[src/hrkd_pkg.sv]
`timescale 1ns / 1ps

package hrkd_pkg;

  // key slots of a boot keyboard report that are looked at
  localparam int KeySlots   = 6;
  localparam int SlotW      = (KeySlots > 2) ? $clog2(KeySlots) : 1;
  localparam int QueueDepth = 2;
  localparam int QPtrW      = $clog2(QueueDepth);
  localparam int QCntW      = $clog2(QueueDepth + 1);

  // commands
  localparam logic [1:0] CmdReport     = 2'd0;
  localparam logic [1:0] CmdTick       = 2'd1;
  localparam logic [1:0] CmdDisconnect = 2'd2;

  // configuration registers
  localparam int CfgIdxW  = 4;
  localparam int CfgDataW = 16;
  localparam logic [CfgIdxW-1:0]  RegRepeatDelay  = 4'd0;
  localparam logic [CfgIdxW-1:0]  RegRepeatPeriod = 4'd1;
  localparam logic [CfgDataW-1:0] DelayReset      = 16'd400;
  localparam logic [CfgDataW-1:0] PeriodReset     = 16'd60;

  // key codes
  localparam logic [3:0] KeyNone   = 4'd0;
  localparam logic [3:0] KeyNext   = 4'd1;
  localparam logic [3:0] KeyPrev   = 4'd2;
  localparam logic [3:0] KeyEnter  = 4'd3;
  localparam logic [3:0] KeyReturn = 4'd4;
  localparam logic [3:0] KeyEsc    = 4'd5;
  localparam logic [3:0] KeyBksp   = 4'd6;
  localparam logic [3:0] KeyTab    = 4'd7;
  localparam logic [3:0] KeyHome   = 4'd8;
  localparam logic [3:0] KeyEnd    = 4'd9;
  localparam logic [3:0] KeyDel    = 4'd10;
  localparam logic [3:0] KeyRight  = 4'd11;
  localparam logic [3:0] KeyLeft   = 4'd12;
  localparam logic [3:0] KeyDown   = 4'd13;
  localparam logic [3:0] KeyUp     = 4'd14;
  localparam logic [3:0] KeyChar   = 4'd15;

  // report decoding constants
  localparam logic [15:0] UsageNextA   = 16'h00E9;
  localparam logic [15:0] UsageNextB   = 16'h00B5;
  localparam logic [15:0] UsagePrevA   = 16'h00EA;
  localparam logic [15:0] UsagePrevB   = 16'h00B6;
  localparam logic [15:0] UsageEnter   = 16'h00CD;
  localparam logic [7:0]  HybridId     = 8'h01;
  localparam logic [7:0]  HybridLength = 8'd6;
  localparam logic [7:0]  KbdMinLength = 8'd3;
  localparam logic [7:0]  KbdMaxLength = 8'd10;
  localparam logic [7:0]  ShiftMask    = 8'h22;
  localparam logic [7:0]  CapsUsage    = 8'h39;

  typedef struct packed {
    logic [1:0] cmd;
    logic [7:0] report_length;
    logic [7:0] report_id;
    logic       report_is_sensor;
    logic [7:0] byte_0;
    logic [7:0] byte_1;
    logic [7:0] byte_2;
    logic [7:0] byte_3;
    logic [7:0] byte_4;
    logic [7:0] byte_5;
    logic [7:0] byte_6;
    logic [7:0] byte_7;
  } in_word_t;

  typedef struct packed {
    logic [3:0] key_code;
    logic [6:0] char_code;
    logic       last;
  } out_word_t;

  typedef enum logic [2:0] {
    ClsKbd,
    ClsHyb,
    ClsCons,
    ClsTick,
    ClsDisc
  } cls_e;

  // classified item handed from front to back
  typedef struct packed {
    cls_e                        cls;
    logic [3:0]                  cons_key;
    logic [SlotW-1:0]            final_step;
    logic [7:0]                  mods;
    logic [KeySlots-1:0][7:0]    slots;
  } item_t;

  typedef struct packed {
    logic [CfgDataW-1:0] repeat_delay;
    logic [CfgDataW-1:0] repeat_period;
  } cfg_t;

  typedef struct packed {
    logic [3:0] key;
    logic [6:0] ch;
  } xlat_t;

  // usage code to key / ascii, caps lock toggling is done by the caller
  function automatic xlat_t translate(logic [7:0] code, logic shift, logic caps);
    xlat_t      r;
    logic [7:0] off;
    r.key = KeyNone;
    r.ch  = 7'h00;
    off   = code - 8'h04;
    case (code) inside
      8'h28: r.key = KeyReturn;
      8'h29: r.key = KeyEsc;
      8'h2A: r.key = KeyBksp;
      8'h2B: r.key = KeyTab;
      8'h4A: r.key = KeyHome;
      8'h4B: r.key = KeyEnd;
      8'h4C: r.key = KeyDel;
      8'h4F: r.key = KeyRight;
      8'h50: r.key = KeyLeft;
      8'h51: r.key = KeyDown;
      8'h52: r.key = KeyUp;
      [8'h04:8'h1D]: r.ch = (shift ^ caps) ? 7'(8'h41 + off) : 7'(8'h61 + off);
      8'h1E: r.ch = shift ? 7'h21 : 7'h31;
      8'h1F: r.ch = shift ? 7'h40 : 7'h32;
      8'h20: r.ch = shift ? 7'h23 : 7'h33;
      8'h21: r.ch = shift ? 7'h24 : 7'h34;
      8'h22: r.ch = shift ? 7'h25 : 7'h35;
      8'h23: r.ch = shift ? 7'h5E : 7'h36;
      8'h24: r.ch = shift ? 7'h26 : 7'h37;
      8'h25: r.ch = shift ? 7'h2A : 7'h38;
      8'h26: r.ch = shift ? 7'h28 : 7'h39;
      8'h27: r.ch = shift ? 7'h29 : 7'h30;
      8'h2C: r.ch = 7'h20;
      8'h2D: r.ch = shift ? 7'h5F : 7'h2D;
      8'h2E: r.ch = shift ? 7'h2B : 7'h3D;
      8'h2F: r.ch = shift ? 7'h7B : 7'h5B;
      8'h30: r.ch = shift ? 7'h7D : 7'h5D;
      8'h31: r.ch = shift ? 7'h7C : 7'h5C;
      8'h33: r.ch = shift ? 7'h3A : 7'h3B;
      8'h34: r.ch = shift ? 7'h22 : 7'h27;
      8'h35: r.ch = shift ? 7'h7E : 7'h60;
      8'h36: r.ch = shift ? 7'h3C : 7'h2C;
      8'h37: r.ch = shift ? 7'h3E : 7'h2E;
      8'h38: r.ch = shift ? 7'h3F : 7'h2F;
      default: r.key = KeyNone;
    endcase
    if (r.ch != 7'h00) begin
      r.key = KeyChar;
    end
    return r;
  endfunction

endpackage

[src/hid_report_key_decoder_unit.sv]
`timescale 1ns / 1ps

// HID report to key event decoder.
// in channel (in_valid_i/in_ready_o/in_word_i): one word per report, 1 ms tick
//   or disconnect. out channel (out_valid_o/out_ready_i/out_word_o): key events,
//   last set on the final event caused by one input word. cfg channel writes
//   repeat_delay (index 0) and repeat_period (index 1); it is always ready and
//   should only be used while the block is idle.
// path: with the block idle, an accepted word is written into the queue, then read
//   from the queue into the item register, then one back-end step puts its first
//   event into the output register that drives out_valid_o.
// steps: a keyboard report takes one back-end step per key slot it covers
//   (1 to 6, set by report length), a hybrid report a Next step and a Prev step,
//   every other word one step; dropped reports never reach the back end. one word
//   per cycle enters while the queue has room.
// reset: slots, caps lock, button history, repeat state cleared; delay 400 and
//   period 60 ticks.
// stall: while an event waits in the output register the back end holds its
//   step once it has a further event, the two-entry queue fills, then
//   in_ready_o drops.

module hid_report_key_decoder_unit (
  input  logic                               clk_i,
  input  logic                               rst_ni,
  input  logic                               in_valid_i,
  output logic                               in_ready_o,
  input  hrkd_pkg::in_word_t                 in_word_i,
  output logic                               out_valid_o,
  input  logic                               out_ready_i,
  output hrkd_pkg::out_word_t                out_word_o,
  input  logic                               cfg_valid_i,
  output logic                               cfg_ready_o,
  input  logic [hrkd_pkg::CfgIdxW-1:0]       cfg_index_i,
  input  logic [hrkd_pkg::CfgDataW-1:0]      cfg_data_i
);

  // configuration registers
  hrkd_pkg::cfg_t cfg_q;

  // front to queue
  logic            keep;
  hrkd_pkg::item_t front_item;
  logic            push;
  logic            q_full;

  // queue to back
  logic            q_empty;
  hrkd_pkg::item_t q_head;
  logic            pop;

  assign cfg_ready_o = 1'b1;

  always_ff @(posedge clk_i or negedge rst_ni) begin
    if (!rst_ni) begin
      cfg_q.repeat_delay  <= hrkd_pkg::DelayReset;
      cfg_q.repeat_period <= hrkd_pkg::PeriodReset;
    end else if (cfg_valid_i) begin
      case (cfg_index_i)
        hrkd_pkg::RegRepeatDelay:  cfg_q.repeat_delay  <= cfg_data_i;
        hrkd_pkg::RegRepeatPeriod: cfg_q.repeat_period <= cfg_data_i;
        default: cfg_q <= cfg_q;
      endcase
    end
  end

  // a word is taken whenever the queue has room, dropped words just vanish
  assign in_ready_o = !q_full;
  assign push       = in_valid_i && in_ready_o && keep;

  hrkd_front u_front (
    .word_i (in_word_i),
    .keep_o (keep),
    .item_o (front_item)
  );

  hrkd_queue u_queue (
    .clk_i       (clk_i),
    .rst_ni      (rst_ni),
    .push_i      (push),
    .push_item_i (front_item),
    .full_o      (q_full),
    .pop_i       (pop),
    .empty_o     (q_empty),
    .head_o      (q_head)
  );

  hrkd_back u_back (
    .clk_i        (clk_i),
    .rst_ni       (rst_ni),
    .cfg_i        (cfg_q),
    .item_valid_i (!q_empty),
    .item_i       (q_head),
    .item_pop_o   (pop),
    .out_valid_o  (out_valid_o),
    .out_ready_i  (out_ready_i),
    .out_word_o   (out_word_o)
  );

endmodule

[src/hrkd_front.sv]
`timescale 1ns / 1ps

module hrkd_front (
  input  hrkd_pkg::in_word_t word_i,
  output logic               keep_o,
  output hrkd_pkg::item_t    item_o
);

  logic [7:0]  rb [8];
  logic [3:0]  nz_flags;
  logic        is_hyb;
  logic        is_kbd;
  logic [15:0] usage;
  logic [3:0]  cons_key;
  logic [7:0]  slot_lim;

  assign rb[0] = word_i.byte_0;
  assign rb[1] = word_i.byte_1;
  assign rb[2] = word_i.byte_2;
  assign rb[3] = word_i.byte_3;
  assign rb[4] = word_i.byte_4;
  assign rb[5] = word_i.byte_5;
  assign rb[6] = word_i.byte_6;
  assign rb[7] = word_i.byte_7;

  assign nz_flags = {rb[5] != 8'h00, rb[4] != 8'h00, rb[3] != 8'h00, rb[2] != 8'h00};
  assign is_hyb   = (word_i.report_id == hrkd_pkg::HybridId)
                 && (word_i.report_length == hrkd_pkg::HybridLength)
                 && ($countones(nz_flags) >= 3);
  assign is_kbd   = (word_i.report_length >= hrkd_pkg::KbdMinLength)
                 && (word_i.report_length <= hrkd_pkg::KbdMaxLength);
  assign usage    = {rb[1], rb[0]};

  always_comb begin
    cons_key = hrkd_pkg::KeyNone;
    if (word_i.report_length == 8'd2 || word_i.report_length == 8'd3) begin
      if (usage == hrkd_pkg::UsageNextA || usage == hrkd_pkg::UsageNextB) begin
        cons_key = hrkd_pkg::KeyNext;
      end else if (usage == hrkd_pkg::UsagePrevA || usage == hrkd_pkg::UsagePrevB) begin
        cons_key = hrkd_pkg::KeyPrev;
      end else if (usage == hrkd_pkg::UsageEnter) begin
        cons_key = hrkd_pkg::KeyEnter;
      end
    end
  end

  // report length capped at 2 + KeySlots, it bounds the slots that are read
  assign slot_lim = (word_i.report_length < 8'(2 + hrkd_pkg::KeySlots))
                  ? word_i.report_length : 8'(2 + hrkd_pkg::KeySlots);

  always_comb begin
    item_o.cons_key   = cons_key;
    item_o.mods       = rb[0];
    item_o.final_step = '0;
    item_o.cls        = hrkd_pkg::ClsKbd;
    for (int j = 0; j < hrkd_pkg::KeySlots; j++) begin
      item_o.slots[j] = rb[2 + j];
    end
    keep_o = 1'b0;
    case (word_i.cmd)
      hrkd_pkg::CmdReport: begin
        if (!word_i.report_is_sensor && word_i.report_length != 8'd0) begin
          if (is_hyb) begin
            keep_o            = 1'b1;
            item_o.cls        = hrkd_pkg::ClsHyb;
            item_o.final_step = hrkd_pkg::SlotW'(1);
          end else if (cons_key != hrkd_pkg::KeyNone) begin
            keep_o     = 1'b1;
            item_o.cls = hrkd_pkg::ClsCons;
          end else if (is_kbd) begin
            keep_o            = 1'b1;
            item_o.cls        = hrkd_pkg::ClsKbd;
            item_o.final_step = hrkd_pkg::SlotW'(slot_lim - 8'd3);
          end
        end
      end
      hrkd_pkg::CmdTick: begin
        keep_o     = 1'b1;
        item_o.cls = hrkd_pkg::ClsTick;
      end
      hrkd_pkg::CmdDisconnect: begin
        keep_o     = 1'b1;
        item_o.cls = hrkd_pkg::ClsDisc;
      end
      default: keep_o = 1'b0;
    endcase
  end

endmodule

[src/hrkd_queue.sv]
`timescale 1ns / 1ps

module hrkd_queue (
  input  logic            clk_i,
  input  logic            rst_ni,
  input  logic            push_i,
  input  hrkd_pkg::item_t push_item_i,
  output logic            full_o,
  input  logic            pop_i,
  output logic            empty_o,
  output hrkd_pkg::item_t head_o
);

  hrkd_pkg::item_t               mem_q [hrkd_pkg::QueueDepth];
  logic [hrkd_pkg::QPtrW-1:0]    wr_ptr_q, wr_ptr_d;
  logic [hrkd_pkg::QPtrW-1:0]    rd_ptr_q, rd_ptr_d;
  logic [hrkd_pkg::QCntW-1:0]    count_q, count_d;

  assign full_o  = (count_q == hrkd_pkg::QCntW'(hrkd_pkg::QueueDepth));
  assign empty_o = (count_q == '0);
  assign head_o  = mem_q[rd_ptr_q];

  always_comb begin
    wr_ptr_d = wr_ptr_q;
    rd_ptr_d = rd_ptr_q;
    count_d  = count_q;
    if (push_i) begin
      wr_ptr_d = (wr_ptr_q == hrkd_pkg::QPtrW'(hrkd_pkg::QueueDepth - 1)) ? '0 : wr_ptr_q + 1'b1;
    end
    if (pop_i) begin
      rd_ptr_d = (rd_ptr_q == hrkd_pkg::QPtrW'(hrkd_pkg::QueueDepth - 1)) ? '0 : rd_ptr_q + 1'b1;
    end
    if (push_i && !pop_i) begin
      count_d = count_q + 1'b1;
    end else if (pop_i && !push_i) begin
      count_d = count_q - 1'b1;
    end
  end

  always_ff @(posedge clk_i or negedge rst_ni) begin
    if (!rst_ni) begin
      wr_ptr_q <= '0;
      rd_ptr_q <= '0;
      count_q  <= '0;
    end else begin
      wr_ptr_q <= wr_ptr_d;
      rd_ptr_q <= rd_ptr_d;
      count_q  <= count_d;
    end
  end

  always_ff @(posedge clk_i) begin
    if (push_i) begin
      mem_q[wr_ptr_q] <= push_item_i;
    end
  end

endmodule

[src/hrkd_back.sv]
`timescale 1ns / 1ps

module hrkd_back (
  input  logic                clk_i,
  input  logic                rst_ni,
  input  hrkd_pkg::cfg_t      cfg_i,
  input  logic                item_valid_i,
  input  hrkd_pkg::item_t     item_i,
  output logic                item_pop_o,
  output logic                out_valid_o,
  input  logic                out_ready_i,
  output hrkd_pkg::out_word_t out_word_o
);

  logic                         busy_q;
  logic [hrkd_pkg::SlotW-1:0]   step_q;
  hrkd_pkg::item_t              item_q;

  logic [7:0]  held_q [hrkd_pkg::KeySlots];
  logic [7:0]  held_d [hrkd_pkg::KeySlots];
  logic        caps_q, caps_d;
  logic [1:0]  prior_q, prior_d;
  logic [6:0]  last_char_q, last_char_d;
  logic [7:0]  ru_q, ru_d;
  logic [3:0]  rk_q, rk_d;
  logic [6:0]  rc_q, rc_d;
  logic        ra_q, ra_d;
  logic [15:0] re_q, re_d;
  logic [15:0] re_inc;

  logic                       out_valid_q;
  hrkd_pkg::out_word_t        out_word_q;
  hrkd_pkg::out_word_t        ow;

  logic [hrkd_pkg::KeySlots-1:0] new_key;
  logic [hrkd_pkg::KeySlots-1:0] elig;
  logic [hrkd_pkg::KeySlots-1:0] later;
  logic [7:0]                    primary;
  logic [7:0]                    code;
  logic                          shift;
  hrkd_pkg::xlat_t               xl;
  logic [1:0]                    rise;
  logic                          emit;
  logic                          stall;
  logic                          adv;
  logic                          finishing;

  // per-slot classification against the slots held by the previous keyboard report
  always_comb begin
    for (int j = 0; j < hrkd_pkg::KeySlots; j++) begin
      logic seen;
      logic in_use;
      seen   = 1'b0;
      in_use = (hrkd_pkg::SlotW'(j) <= item_q.final_step);
      for (int k = 0; k < hrkd_pkg::KeySlots; k++) begin
        if (held_q[k] == item_q.slots[j]) begin
          seen = 1'b1;
        end
      end
      new_key[j] = in_use && (item_q.slots[j] != 8'h00) && !seen;
      elig[j]    = new_key[j]
                && (hrkd_pkg::translate(item_q.slots[j], 1'b0, 1'b0).key != hrkd_pkg::KeyNone);
      later[j]   = elig[j] && (hrkd_pkg::SlotW'(j) > step_q);
    end
  end

  // first nonzero slot of the report
  always_comb begin
    primary = 8'h00;
    for (int j = hrkd_pkg::KeySlots - 1; j >= 0; j--) begin
      if (hrkd_pkg::SlotW'(j) <= item_q.final_step && item_q.slots[j] != 8'h00) begin
        primary = item_q.slots[j];
      end
    end
  end

  assign code   = item_q.slots[step_q];
  assign shift  = |(item_q.mods & hrkd_pkg::ShiftMask);
  assign xl     = hrkd_pkg::translate(code, shift, caps_q);
  assign rise   = item_q.mods[1:0] & ~prior_q;
  assign re_inc = (re_q == 16'hFFFF) ? re_q : re_q + 16'd1;

  always_comb begin
    held_d      = held_q;
    caps_d      = caps_q;
    prior_d     = prior_q;
    last_char_d = last_char_q;
    ru_d        = ru_q;
    rk_d        = rk_q;
    rc_d        = rc_q;
    ra_d        = ra_q;
    re_d        = re_q;
    emit        = 1'b0;
    ow.key_code  = hrkd_pkg::KeyNone;
    ow.char_code = last_char_q;
    ow.last      = 1'b1;
    case (item_q.cls)
      hrkd_pkg::ClsKbd: begin
        if (elig[step_q]) begin
          emit        = 1'b1;
          ow.key_code = xl.key;
          ow.last     = ~|later;
          if (xl.key == hrkd_pkg::KeyChar) begin
            last_char_d  = xl.ch;
            ow.char_code = xl.ch;
          end
          ru_d = code;
          rk_d = xl.key;
          rc_d = (xl.key == hrkd_pkg::KeyChar) ? xl.ch : 7'h00;
          ra_d = 1'b0;
          re_d = 16'h0000;
        end
        if (new_key[step_q] && code == hrkd_pkg::CapsUsage) begin
          caps_d = ~caps_q;
        end
        if (step_q == item_q.final_step) begin
          // repeat stops once its key is no longer the primary one
          if (ru_d != 8'h00 && primary != ru_d) begin
            ru_d = 8'h00;
            rk_d = hrkd_pkg::KeyNone;
            rc_d = 7'h00;
            ra_d = 1'b0;
            re_d = 16'h0000;
          end
          for (int j = 0; j < hrkd_pkg::KeySlots; j++) begin
            held_d[j] = (hrkd_pkg::SlotW'(j) <= item_q.final_step) ? item_q.slots[j] : 8'h00;
          end
        end
      end
      hrkd_pkg::ClsHyb: begin
        if (step_q == '0) begin
          emit        = rise[0];
          ow.key_code = hrkd_pkg::KeyNext;
          ow.last     = ~rise[1];
        end else begin
          emit        = rise[1];
          ow.key_code = hrkd_pkg::KeyPrev;
          prior_d     = item_q.mods[1:0];
        end
      end
      hrkd_pkg::ClsCons: begin
        emit        = 1'b1;
        ow.key_code = item_q.cons_key;
      end
      hrkd_pkg::ClsTick: begin
        ow.key_code  = rk_q;
        ow.char_code = rc_q;
        if (ru_q != 8'h00) begin
          re_d = re_inc;
          if (!ra_q) begin
            if (re_inc >= cfg_i.repeat_delay) begin
              ra_d = 1'b1;
              re_d = 16'h0000;
              emit = 1'b1;
            end
          end else if (re_inc >= cfg_i.repeat_period) begin
            re_d = 16'h0000;
            emit = 1'b1;
          end
        end
      end
      hrkd_pkg::ClsDisc: begin
        for (int j = 0; j < hrkd_pkg::KeySlots; j++) begin
          held_d[j] = 8'h00;
        end
        caps_d = 1'b0;
        ru_d   = 8'h00;
        rk_d   = hrkd_pkg::KeyNone;
        rc_d   = 7'h00;
        ra_d   = 1'b0;
        re_d   = 16'h0000;
      end
      default: emit = 1'b0;
    endcase
  end

  assign stall      = emit && out_valid_q && !out_ready_i;
  assign adv        = busy_q && !stall;
  assign finishing  = adv && (step_q == item_q.final_step);
  assign item_pop_o = item_valid_i && (!busy_q || finishing);

  assign out_valid_o = out_valid_q;
  assign out_word_o  = out_word_q;

  always_ff @(posedge clk_i or negedge rst_ni) begin
    if (!rst_ni) begin
      busy_q      <= 1'b0;
      step_q      <= '0;
      out_valid_q <= 1'b0;
      caps_q      <= 1'b0;
      prior_q     <= 2'b00;
      last_char_q <= 7'h00;
      ru_q        <= 8'h00;
      rk_q        <= hrkd_pkg::KeyNone;
      rc_q        <= 7'h00;
      ra_q        <= 1'b0;
      re_q        <= 16'h0000;
      for (int j = 0; j < hrkd_pkg::KeySlots; j++) begin
        held_q[j] <= 8'h00;
      end
    end else begin
      if (item_pop_o) begin
        busy_q <= 1'b1;
        step_q <= '0;
      end else if (finishing) begin
        busy_q <= 1'b0;
      end else if (adv) begin
        step_q <= step_q + 1'b1;
      end
      if (adv && emit) begin
        out_valid_q <= 1'b1;
      end else if (out_ready_i) begin
        out_valid_q <= 1'b0;
      end
      if (adv) begin
        held_q      <= held_d;
        caps_q      <= caps_d;
        prior_q     <= prior_d;
        last_char_q <= last_char_d;
        ru_q        <= ru_d;
        rk_q        <= rk_d;
        rc_q        <= rc_d;
        ra_q        <= ra_d;
        re_q        <= re_d;
      end
    end
  end

  always_ff @(posedge clk_i) begin
    if (item_pop_o) begin
      item_q <= item_i;
    end
    if (adv && emit) begin
      out_word_q <= ow;
    end
  end

endmodule

[config.mk]
export PLATFORM = sky130hd
export DESIGN_NAME = hid_report_key_decoder_unit
export DESIGN_NICKNAME = d
export VERILOG_FILES = /design/src/hrkd_pkg.sv /design/src/hid_report_key_decoder_unit.sv /design/src/hrkd_front.sv /design/src/hrkd_queue.sv /design/src/hrkd_back.sv
export SDC_FILE = /design/constraint.sdc
export NUM_CORES = 1
export LEC_CHECK = 0
export BUFFER_PORTS_ARGS = -buffer_cell sky130_fd_sc_hd__buf_4
export CAP_MARGIN = 40
export CORE_MARGIN = 5
export CORE_UTILIZATION = 40
export CTS_BUF_LIST = sky130_fd_sc_hd__clkbuf_2 sky130_fd_sc_hd__clkbuf_4 sky130_fd_sc_hd__clkbuf_8
export DETAILED_ROUTE_END_ITERATION = 10
export PLACE_DENSITY = 0.56
export SLEW_MARGIN = 20
export SYNTH_ARGS = -nofsm -noshare
export SYNTH_HDL_FRONTEND = slang
export SYNTH_HIERARCHICAL = 1
export SYNTH_SLANG_ARGS = --single-unit
[constraint.sdc]
create_clock -name clk_i -period 7.6 [get_ports clk_i]
set_input_delay 0.76 -clock clk_i [delete_from_list [all_inputs] [get_ports clk_i]]
set_output_delay 0.76 -clock clk_i [all_outputs]
set_load 0.02 [all_outputs]
* Word-level counts from Yosys, hierarchy flattened
Memories as Yosys holds them, arrays and structs flattened. A register that Yosys moved wholly into a read port is not among the register bits.
Index checks and enable logic that the tools add are counted.
** Operators by class
- Add/sub/neg operators :: 25
- $mul :: 0
- Divide/modulo/power cells :: 0
- Magnitude comparators :: 33
- Equal/unequal tests :: 293
- Shift-type cells :: 0
- Muxes and demuxes :: 477
- Bitwise operators :: 6
- Reductions and logical operators :: 116
** Operators with widths (number)
- 7-bit 2-to-1 mux :: 238
- 8-bit by 6-bit == test with 1-bit output (second input constant) :: 169
- 8-bit by 7-bit == test with 1-bit output (second input constant) :: 49
- 4-bit 2-to-1 mux :: 90
- 8-bit == test :: 36
- 8-bit 2-to-1 mux :: 17
- 16-bit 2-to-1 mux :: 8
- 8-bit by 5-bit == test with 1-bit output (second input constant) :: 14
- 8-bit nonzero test :: 13
- 48-bit case mux with 2 select lines :: 1
- 16-bit by 8-bit == test with 1-bit output (second input constant) :: 5
- 6-bit 2-to-1 mux :: 12
- 5-bit 2-to-1 mux :: 13
- 1-bit 2-to-1 mux :: 64
- 7-bit adder (first input constant) :: 8
- 8-bit by 3-bit greater-or-equal comparator with 1-bit output (second input constant) :: 7
- 8-bit by 5-bit less-or-equal comparator with 1-bit output (second input constant) :: 7
- 7-bit nonzero test :: 7
- 7-bit by 3-bit subtractor with 7-bit output (second input constant) :: 7
- 48-bit 2-to-1 mux :: 1
- 16-bit case mux with 3 select lines :: 1
- 1-bit logical AND :: 47
- 3-bit 2-to-1 mux :: 12
- 32-bit adder :: 1
- 62 further kinds :: 123
** Word-level totals
- Bits in registers :: 147
- Latch bits :: 0
- Memory bits (writable) :: 132
- ROM bits :: 0
- Input bits :: 108
- Output and inout bits :: 15
- Memories :: 1
** Memories
- u_queue.mem_q :: words 2, bits a word 66, rd ports 1, clocked after memory_dff 1, wr ports 1, RTL line hrkd_queue.sv:14 : hrkd_pkg::item_t mem_q [hrkd_pkg::QueueDepth];

* Depth between registers and ports, before layout
Gate-level depths: netlist of the first run.
- Depth in word-level cells :: 53
- Depth in mapped cells :: 26
- Depth with buffers taken out :: 25

* Modules after synthesis
The synthesis of the first run kept the hierarchy.
** Modules (own cells, without submodules)
- hrkd_back :: times used 1, cells an instance 1871, area each 16195.5 µm², seq. area each 4669.5 µm²
- hrkd_queue :: times used 1, cells an instance 221, area each 5062.4 µm², seq. area each 4063.9 µm²
- hid_report_key_decoder_unit :: times used 1, cells an instance 75, area each 1311.3 µm², seq. area each 809.5 µm²
- hrkd_front :: times used 1, cells an instance 129, area each 927.1 µm², seq. area each 0.0 µm²

* Worst setup path before layout of the first run
No wires, ideal clock.
- Kind :: register to register
- Start point :: register u_back.re_q[5]
- End point :: register u_queue/count_q[1] (netlist name)
- Arrival time :: 6.009 ns
- Data required time :: 7.521 ns
- Slack :: 1.512 ns
- Cell stages (with the launch flop) :: 27
- Buffers on the path :: 2
- Period minus slack after synthesis :: 6.088 ns
- Cell sequence :: dfrtp_1 -> clkbuf_1 -> nand4_1 -> nor2_1 -> nand3_1 -> or2_2 -> clkbuf_1 -> nand4_1 -> nor2_1 -> xor2_1 -> ha_1 -> a21oi_1 -> nor2b_1 -> o211ai_1 -> a21oi_1 -> a2111oi_0 -> a21oi_1 -> a31oi_1 -> a211oi_2 -> a21oi_1 -> nand2b_1 -> and2_1 -> inv_1 -> ha_1 -> xor2_1 -> nor2_1 -> xor2_1
** Between the ends
- Word-level cells in the longest chain between the ends :: 17
- Elaborated cells between the ends (all ways) :: 22
- Classes of those cells :: 1 x add/sub; 2 x order compare; 1 x eq/ne; 7 x mux; 11 x reduce/logical
** Ends and longest elaborated chain
- start, declared :: RTL line hrkd_back.sv:28 : logic [15:0] re_q, re_d;
- start signal, assigned :: RTL line hrkd_back.sv:224 : re_q <= re_d;
- 16-bit by 1-bit adder with 16-bit output / 16-bit == test (equally long branches) :: RTL line hrkd_back.sv:81 : assign re_inc = (re_q == 16'hFFFF) ? re_q : re_q + 16'd1;
- 16-bit 2-to-1 mux * :: RTL line hrkd_back.sv:81
- 16-bit greater-or-equal comparator (on tied branches) :: RTL line hrkd_back.sv:151, hrkd_back.sv:156
- 1-bit 2-to-1 mux (on tied branches) :: RTL line hrkd_back.sv:151, hrkd_back.sv:156
- 1-bit 2-to-1 mux * :: RTL line hrkd_back.sv:150 : if (!ra_q) begin
- 1-bit 2-to-1 mux * :: RTL line hrkd_back.sv:148 : if (ru_q != 8'h00) begin
- 1-bit case mux with 4 select lines * :: RTL line hrkd_back.sv:97 : case (item_q.cls)
- 1-bit logical AND * (2 in series) :: RTL line hrkd_back.sv:177 : assign stall = emit && out_valid_q && !out_ready_i;
- 1-bit zero test * :: RTL line hrkd_back.sv:178 : assign adv = busy_q && !stall;
- 1-bit logical AND * :: RTL line hrkd_back.sv:178
- 1-bit logical AND * :: RTL line hrkd_back.sv:179 : assign finishing = adv && (step_q == item_q.final_step);
- 1-bit logical OR * :: RTL line hrkd_back.sv:180 : assign item_pop_o = item_valid_i && (!busy_q || finishing);
- 1-bit logical AND * :: RTL line hrkd_back.sv:180
- named net pop :: RTL line hid_report_key_decoder_unit.sv:49 : logic pop;
- 1-bit zero test :: RTL line hrkd_queue.sv:33 : if (push_i && !pop_i) begin
- 1-bit logical AND :: RTL line hrkd_queue.sv:33
- 2-bit 2-to-1 mux / 2-bit nonzero test (equally long branches)
- end signal, assigned :: RTL line hrkd_queue.sv:48 : count_q <= count_d;
- end, declared :: RTL line hrkd_queue.sv:17 : logic [hrkd_pkg::QCntW-1:0] count_q, count_d;
Mark *: on every way through the listed nets, which the timed path passes. The rest lies on a longest branch.
A chain may end at the register's enable or synchronous reset.

* Worst setup path after layout of the first run
- Start point :: register u_back/step_q[2] (netlist name)
- End point :: register u_back.rk_q[1]
** Between the ends
- Word-level cells in the longest chain between the ends :: 43
- Elaborated cells between the ends (all ways) :: 110
- Classes of those cells :: 3 x add/sub; 2 x order compare; 35 x eq/ne; 60 x mux; 10 x reduce/logical
** Ends and longest elaborated chain
- start, declared :: RTL line hrkd_back.sv:16 : logic [hrkd_pkg::SlotW-1:0] step_q;
- start signal, assigned :: RTL line hrkd_back.sv:208 : step_q <= step_q + 1'b1;
- 8-bit binary-select mux with 3-bit select :: RTL line hrkd_back.sv:77 : assign code = item_q.slots[step_q];
- 8-bit 2-to-1 mux (not written as such) :: RTL line hrkd_back.sv:77
- 8-bit by 6-bit == test with 1-bit output :: RTL line hrkd_back.sv:79 : assign xl = hrkd_pkg::translate(code, shift, caps_q);
- 7-bit 2-to-1 mux (34 in series) :: RTL line hrkd_pkg.sv:111 : case (code) inside
- 7-bit nonzero test :: RTL line hrkd_pkg.sv:148 : if (r.ch != 7'h00) begin
- 4-bit 2-to-1 mux :: RTL line hrkd_pkg.sv:148
- 4-bit 2-to-1 mux :: RTL line hrkd_back.sv:99 : if (elig[step_q]) begin
- 4-bit 2-to-1 mux :: RTL line hrkd_back.sv:118 : if (ru_d != 8'h00 && primary != ru_d) begin
- 4-bit 2-to-1 mux :: RTL line hrkd_back.sv:116 : if (step_q == item_q.final_step) begin
- 4-bit case mux with 2 select lines :: RTL line hrkd_back.sv:97
- end signal, assigned :: RTL line hrkd_back.sv:194 : rk_q <= hrkd_pkg::KeyNone;
- end signal, assigned :: RTL line hrkd_back.sv:221 : rk_q <= rk_d;
- end, declared :: RTL line hrkd_back.sv:25 : logic [3:0] rk_q, rk_d;
Several ways; a longest one is shown, not always the timed one. The select of a mux whose other input is x is not followed.

==> results of run 1 <==
## sequential cells by signal, indices dropped and copies added, names as in the netlist, 2 cells and up
register	count
u_queue/mem_q	122
u_back/item_q	61
u_back/held_q	48
cfg_q	32
u_back/re_q	16
u_back/out_word_o	12
u_back/ru_q	8
u_back/last_char_q	7
u_back/rc_q	7
u_back/rk_q	4
u_back/step_q	3
u_back/prior_q	2
u_queue/count_q	2
## layout make-up
class	instances	area (um2)	area share [%]
inverters	92	345	1.36
clock buffers	92	1070	4.22
well taps	765	957	3.76
repair buffers	178	1480	5.82
clock inverters	21	146	0.576
multi-input cells	1614	12200	47.9
flip-flops and latches	330	9250	36.4
diodes	1	2.50	0.00984
## power breakdown
| group | internal, mW | leakage, nW | switching, mW |
|---|---|---|---|
| registers | 2.51 | 3.52 | 0.953 |
| logic | 2.59 | 6.00 | 3.93 |
| clock network | 0.911 | 0.644 | 0.793 |
| total | 6.01 | 10.2 | 5.67 |
## through the flow
step	power, mW	cells
after floorplan	8.07	2277
after global placement	9.68	2960
after detailed placement	9.81	2972
after CTS	11.6	3086
after global routing	12.4	3093
final	11.7	3093
## per-layer routing
metal  GRT usage, %  vias up  wire length, um
met5              0        -                0
met3           4.31      185             5250
met2           33.1      754            30800
met1           27.9     8639            29000
li1               -     8181                -
met4           8.70        0             2810
## cell usage in the layout, fill, tap and decap left out, types with 16 or more instances in the layout
cell / n
o22ai_1: 16
a21o_1: 21
nand3_1: 33
ha_1: 84
edfxtp_1: 195
a21oi_1: 69
nor2b_1: 32
clkbuf_4: 31
clkbuf_8: 61
a31oi_1: 18
o211ai_1: 16
nor2_1: 84
mux2_4: 43
and3_1: 18
buf_4: 158
a22o_1: 29
dfrtp_1: 127
xnor2_1: 167
nor4_1: 58
inv_1: 91
mux2_2: 69
o21ai_0: 104
nand2b_1: 16
nand4_1: 53
xor2_1: 160
nor3_1: 40
nand2_1: 181
## worst paths after layout
check	end	cells past startpoint	slack (ps)
worst max-delay path	u_back/rk_q[1]	16	1790
worst min-delay path	u_queue/mem_q[1][42]	1	240
worst max register to register	u_back/rk_q[1]	16	1790
worst min register to register	u_back/last_char_q[1]	1	480
max in group asynchronous	u_back/held_q[43]	4	5660
min in group asynchronous	cfg_q[10]	2	510
==> flow_summary.rst, run 1 <==
.. list-table::
   :header-rows: 1

   * - Metric
     - Value
   * - Result of the run
     - finished, final reports clean
   * - Area of the mapped netlist
     - between 20000 and 25000 um2
   * - Sum of negative setup slack
     - 0 ps
   * - Worst setup path class
     - register to register
   * - Type of element capturing the critical path
     - register
   * - Cell row count
     - 88
   * - Htree depth
     - 2
   * - Largest delay share family, worst path
     - simple AND/OR/NAND/NOR gates
   * - Number of buffers added by the clock tree synthesis step
     - 60
   * - Count of warnings emitted by yosys
     - 6
   * - Max_slew headroom
     - between 30% and 40%
   * - Quantity of hold-fixing buffers added after cts
     - 1
   * - Hold Path Class
     - input port to register
   * - Slowest cell on the critical path
     - or4b_1
   * - CP peak stage delay
     - 720 ps
   * - Total routing resource utilization after global routing
     - around a fifth
   * - Worst clock skew on the final layout
     - about 46 ps
   * - Combined buffer and inverter count along the critical path
     - 2
   * - Critical path peak fanout
     - 26
   * - Core area
     - between 50000 and 60000 um2
   * - TritonRoute pass-1 iters
     - 5
   * - Final hold viol count
     - 0
   * - Routability-driven placement congestion ratio
     - roughly 0.93
   * - Setup WS pre-CTS
     - between 1500 and 2000 ps
   * - Average vias per placed instance
     - approximately 5.7
   * - Total power per unit cell area
     - between 400 and 500 nW/um2
   * - Initial antenna violation count
     - 1
   * - WL final
     - 67.9 mm
   * - Post-layout instance area
     - roughly 25000 um2
   * - Clock insertion delay at the later pin of the skew report
     - around 720 ps
   * - Start point of the worst hold path
     - in_word_i[2]
   * - Ratio of cells with drive above 1 in the final layout
     - a little under a fifth
   * - Placement-stage cell area
     - between 20000 and 25000 um2
   * - Most common cell on crit path
     - a21oi_1
   * - DR vias
     - approximately 18000
   * - Top-level port count
     - 123
   * - CTS tree
     - yes
   * - Sum of overflow across all layers after global routing
     - 0
   * - Clk Tree Root Cell
     - clkbuf_8
   * - Reg2Reg Launch Point
     - u_back/step_q[2]
   * - Nature of the critical path startpoint
     - register
   * - Vertical die dimension
     - between 200 and 300 um
   * - Post-Syn Instances
     - ~2300
   * - WP data arrival
     - 6370 ps
   * - Count of final setup violators
     - 0
   * - Clock slew at reported path FFs
     - 60 ps
   * - Growth of design area from synthesis to finish
     - 10.1%
   * - Hold Slack
     - 243 ps
   * - Antenna violation net count after detailed routing
     - 0
   * - Detail Placement HPWL
     - roughly 46 mm
   * - Wire length of the first global-routing pass
     - between 100 and 150 mm
   * - Worst setup path startpoint
     - u_back/step_q[2]
   * - First-iteration detailed-routing DRC count
     - about 1700
   * - Layout fillers
     - around 5500
   * - Peak supply drop
     - around 0.21 mV
   * - Maximum number of pins on one net before global-route repair
     - 97
   * - Setup repair after global routing missed its margin
     - false
   * - Cell Chain, Critical Path
     - buf_4 -> mux2_2 -> a22oi_1 -> a21oi_1 -> ha_1 -> inv_1 -> or3_1 -> mux2i_1 -> nor3_2 -> and3_1 -> o21bai_1 -> nand3_2 -> or4b_1 -> a21oi_1 -> nor2_1 -> a22o_1
   * - Maximum buffer depth of the clock tree
     - 3
   * - Die Footprint
     - roughly 63000 um2
   * - Shortest clock period the worst path allows after layout
     - 5810 ps
   * - Share of the clock period used by the worst path after layout
     - 76.4%
   * - Standby leakage power
     - ~10 nW
   * - Buffers inserted by post-CTS timing repair
     - 0
   * - Number of global-route vias before repair
     - about 18000
   * - Width of the chip
     - about 250 um
   * - Average size of a mapped cell
     - 10.2 um2
   * - Number of clock sinks
     - 330
   * - Final routed DRC violation total
     - 0
   * - Final nets
     - 2469
   * - Worst setup margin
     - between 1500 and 2000 ps
   * - Fmax
     - roughly 170 MHz
   * - Final standard cell utilization of the core
     - 44.2%
   * - Initial core utilization
     - between 40% and 50%
   * - Number of max-cap violations
     - 0
   * - Number of pins with negative max-slew slack in the final report
     - 0
   * - Wire length per cell after detailed routing
     - 21.9 um
   * - Required @ worst endpoint
     - about 8200 ps
   * - Transition at the pin with the smallest max-transition slack
     - ~900 ps
   * - IO Port Bufs
     - 121
   * - Resize count post-CTS
     - 0
No activity file was read; power rests on OpenSTA's default activity.
==> inputs of run 2 (changes only) <==
==> constraint.sdc (replaced) <==
create_clock -name clk_i -period 5.9 [get_ports clk_i]
set_input_delay 0.59 -clock clk_i [delete_from_list [all_inputs] [get_ports clk_i]]
set_output_delay 0.59 -clock clk_i [all_outputs]
set_load 0.02 [all_outputs]
==> run 2 against run 1 <==
Critical path depth stayed put. Via count is 2.3% higher. Largest cell class unchanged. Sequential power rose by 31%. Non-clock buffer count up 31. Setup slack got worse by 1300 ps. Critical endpoint is now u_back/out_word_o[4]. Sequential share of layout area fell by 0.32 points. Cell count rose by 0.84%. Critical path type unchanged. Total power increased by 31%. Register-to-register slack got worse by 1300 ps. First-iteration DRC count is 7.6% higher.
==> flow_summary.rst, run 2 (same netlist as run 1, synthesis figures left out) <==
.. list-table::
   :header-rows: 1

   * - Metric
     - Value
   * - Fmax
     - roughly 180 MHz
   * - Required @ worst endpoint
     - approximately 6300 ps
   * - Fraction of power consumed by combinational cells
     - a little under three fifths
   * - Clk Tree Root Cell
     - clkbuf_8
   * - Number of buffers added by the clock tree synthesis step
     - between 50 and 60
   * - Final standard cell utilization of the core
     - 44.6%
   * - Max_slew headroom
     - between 30% and 40%
   * - Peak supply drop
     - around 0.28 mV
   * - Setup repair after global routing missed its margin
     - false
   * - CP peak stage delay
     - about 610 ps
   * - Cells on worst reg2reg path
     - 16
   * - CTS tree
     - yes
   * - Resize count post-CTS
     - 0
   * - Number of global-route vias before repair
     - around 18000
   * - Cell count after placement
     - 3007
   * - Final nets
     - 2497
   * - Total net switching power
     - between 7 and 8 mW
   * - Vertical die dimension
     - between 200 and 300 um
   * - Number of clock sinks
     - 330
   * - Ratio of cells with drive above 1 in the final layout
     - 20.1%
   * - Slowest cell on the critical path
     - ha_1
   * - Layout Cells excl Fill
     - a little over 3000
   * - Final hold viol count
     - 0
   * - Largest delay share family, worst path
     - compound AO/OA/AOI/OAI gates
   * - Layout fillers
     - between 5000 and 6000
   * - Most common cell after layout, fill and taps aside
     - edfxtp_1
   * - Count of final setup violators
     - 0
   * - Average vias per placed instance
     - ~5.8
   * - Critical path peak fanout
     - 27
   * - Initial core utilization
     - between 40 and 50%
   * - Htree depth
     - 2
   * - Maximum buffer depth of the clock tree
     - 3
   * - Part of the total power dissipated in sequential elements
     - 29.5%
   * - Top reg by flops
     - u_queue/mem_q
   * - Wire length of the first global-routing pass
     - between 100 and 150 mm
   * - Die Footprint
     - around 63000 um2
   * - Total power per unit cell area
     - approximately 600 nW/um2
   * - Result of the run
     - finished, final reports clean
   * - Setup WS pre-CTS
     - 601 ps
   * - Transition at the pin with the smallest max-transition slack
     - ~910 ps
   * - WL final
     - 69.6 mm
   * - Largest register FFs
     - about 120
   * - Final routed DRC violation total
     - 0
   * - Placement-stage cell area
     - 24400 um2
   * - Wire length per cell after detailed routing
     - about 22 um
   * - Width of the chip
     - about 250 um
   * - Shortest clock period the worst path allows after layout
     - ~5400 ps
   * - IO Port Bufs
     - ~120
   * - Antenna violation net count after detailed routing
     - 0
   * - Net Sw Frac
     - 48.2%
   * - Routability-driven placement congestion ratio
     - between 0.9 and 1
   * - Combined buffer and inverter count along the critical path
     - 2
   * - Sum of overflow across all layers after global routing
     - 0
   * - Core area
     - 57500 um2
   * - Clock Power Share
     - around 15%
   * - Largest registers
     - u_queue/mem_q x122, u_back/item_q x61, u_back/held_q x48
   * - Initial antenna violation count
     - 1
   * - Worst setup path class
     - register to register
   * - Top-level port count
     - approximately 120
   * - Maximum number of pins on one net before global-route repair
     - 95
   * - Cell Chain, Critical Path
     - buf_4 -> mux2_2 -> a221oi_1 -> a21oi_1 -> ha_1 -> nand2_1 -> nand2_1 -> mux2i_1 -> nor3_2 -> a311o_1 -> a211oi_1 -> a211oi_1 -> or4b_1 -> a21oi_4 -> a222oi_1 -> inv_1
   * - Growth of design area from synthesis to finish
     - 11.1%
   * - Nature of the critical path startpoint
     - register
   * - FF/Latch Area
     - around 9200 um2
   * - Share of the clock period used by the worst path after layout
     - about nine tenths
   * - Post-layout instance area
     - roughly 26000 um2
   * - Detail Placement HPWL
     - ~50 mm
   * - Hold Path Cell Cnt
     - 1
   * - Type of element capturing the critical path
     - register
   * - Worst path depth
     - 16
   * - DR vias
     - 18163
   * - Total routing resource utilization after global routing
     - a little over a fifth
   * - TritonRoute pass-1 iters
     - 6
   * - Clock slew at reported path FFs
     - around 70 ps
   * - Cell row count
     - 88
   * - Number of pins with negative max-slew slack in the final report
     - 0
   * - Number of max-cap violations
     - 0
   * - Multi-input gate area
     - between 10000 and 15000 um2
   * - Worst setup margin
     - just under 500 ps
   * - Most frequent cells in the layout
     - 195 x edfxtp_1, 194 x buf_4, 181 x nand2_1, 167 x xnor2_1, 160 x xor2_1
   * - Sum of negative setup slack
     - 0 ps
   * - Standby leakage power
     - between 10 and 15 nW
   * - WP data arrival
     - 5830 ps
   * - Internal power contribution
     - between 7 and 8 mW
   * - Worst clock skew on the final layout
     - 40.1 ps
   * - Clock insertion delay at the later pin of the skew report
     - about 700 ps
   * - First-iteration detailed-routing DRC count
     - about 1800
   * - Hold Path Class
     - input port to register
## run 2: cell count changes in the layout (fill, tap and decap cells not counted), sizes merged
cell	before	now
clkbuf	93	86
bufinv	0	3
clkinv	18	19
clkinvlp	2	0
buf	176	207
## run 2: repair_timing
action	in CTS	in global routing
hold buffers	1	0
setup buffers	0	0
endpoints found under the setup margin	0	0
hold endpoints to repair	40	0
## run 2: worst paths after layout
check	slack (ps)	endpoint	start
worst max-delay path	480	u_back/out_word_o[4]	u_back/step_q[2]
worst max register to register	480	u_back/out_word_o[4]	u_back/step_q[2]
max in group asynchronous	4490	u_back/re_q[4]	rst_ni
worst min register to register	480	u_back/last_char_q[6]	u_back/last_char_q[6]
min in group asynchronous	400	u_back/held_q[1]	rst_ni
worst min-delay path	80	u_queue/mem_q[1][37]	in_word_i[13]
## run 2: cell type report
cell class	count	area share [%]
Antenna cell	1	0.00975
Inverter	92	1.35
Clock inverter	23	0.878
Clock buffer	85	3.93
Sequential cell	330	36.0
Tap cell	765	3.73
Timing Repair Buffer	209	6.61
Multi-Input combinational cell	1614	47.5
## run 2: per-stage QoR
step	power, mW	hold slack [ps]
after global routing	16.2	32.9
after detailed placement	12.9	467
after CTS	15.2	14.5
after global placement	12.7	462
after floorplan	10.4	294
final	15.3	77.8
## run 2: power by group through the flow
stage               clock, mW  combinational (mW)  sequential [mW]
detailed placement          0                8.37             4.52
CTS                      2.34                8.41             4.48
finish                   2.26                8.56             4.52
floorplan                   0                6.82             3.56
global placement            0                8.09             4.62
global route             2.44                9.20             4.58
## run 2: metal layers
metal | GRT usage [%] | vias to the layer above | wire, um
met5 | 0 | - | 0
met4 | 9.17 | 0 | 3300
met3 | 3.56 | 211 | 4930
met2 | 33.5 | 809 | 31100
met1 | 29.2 | 8918 | 30200
li1 | - | 8225 | -
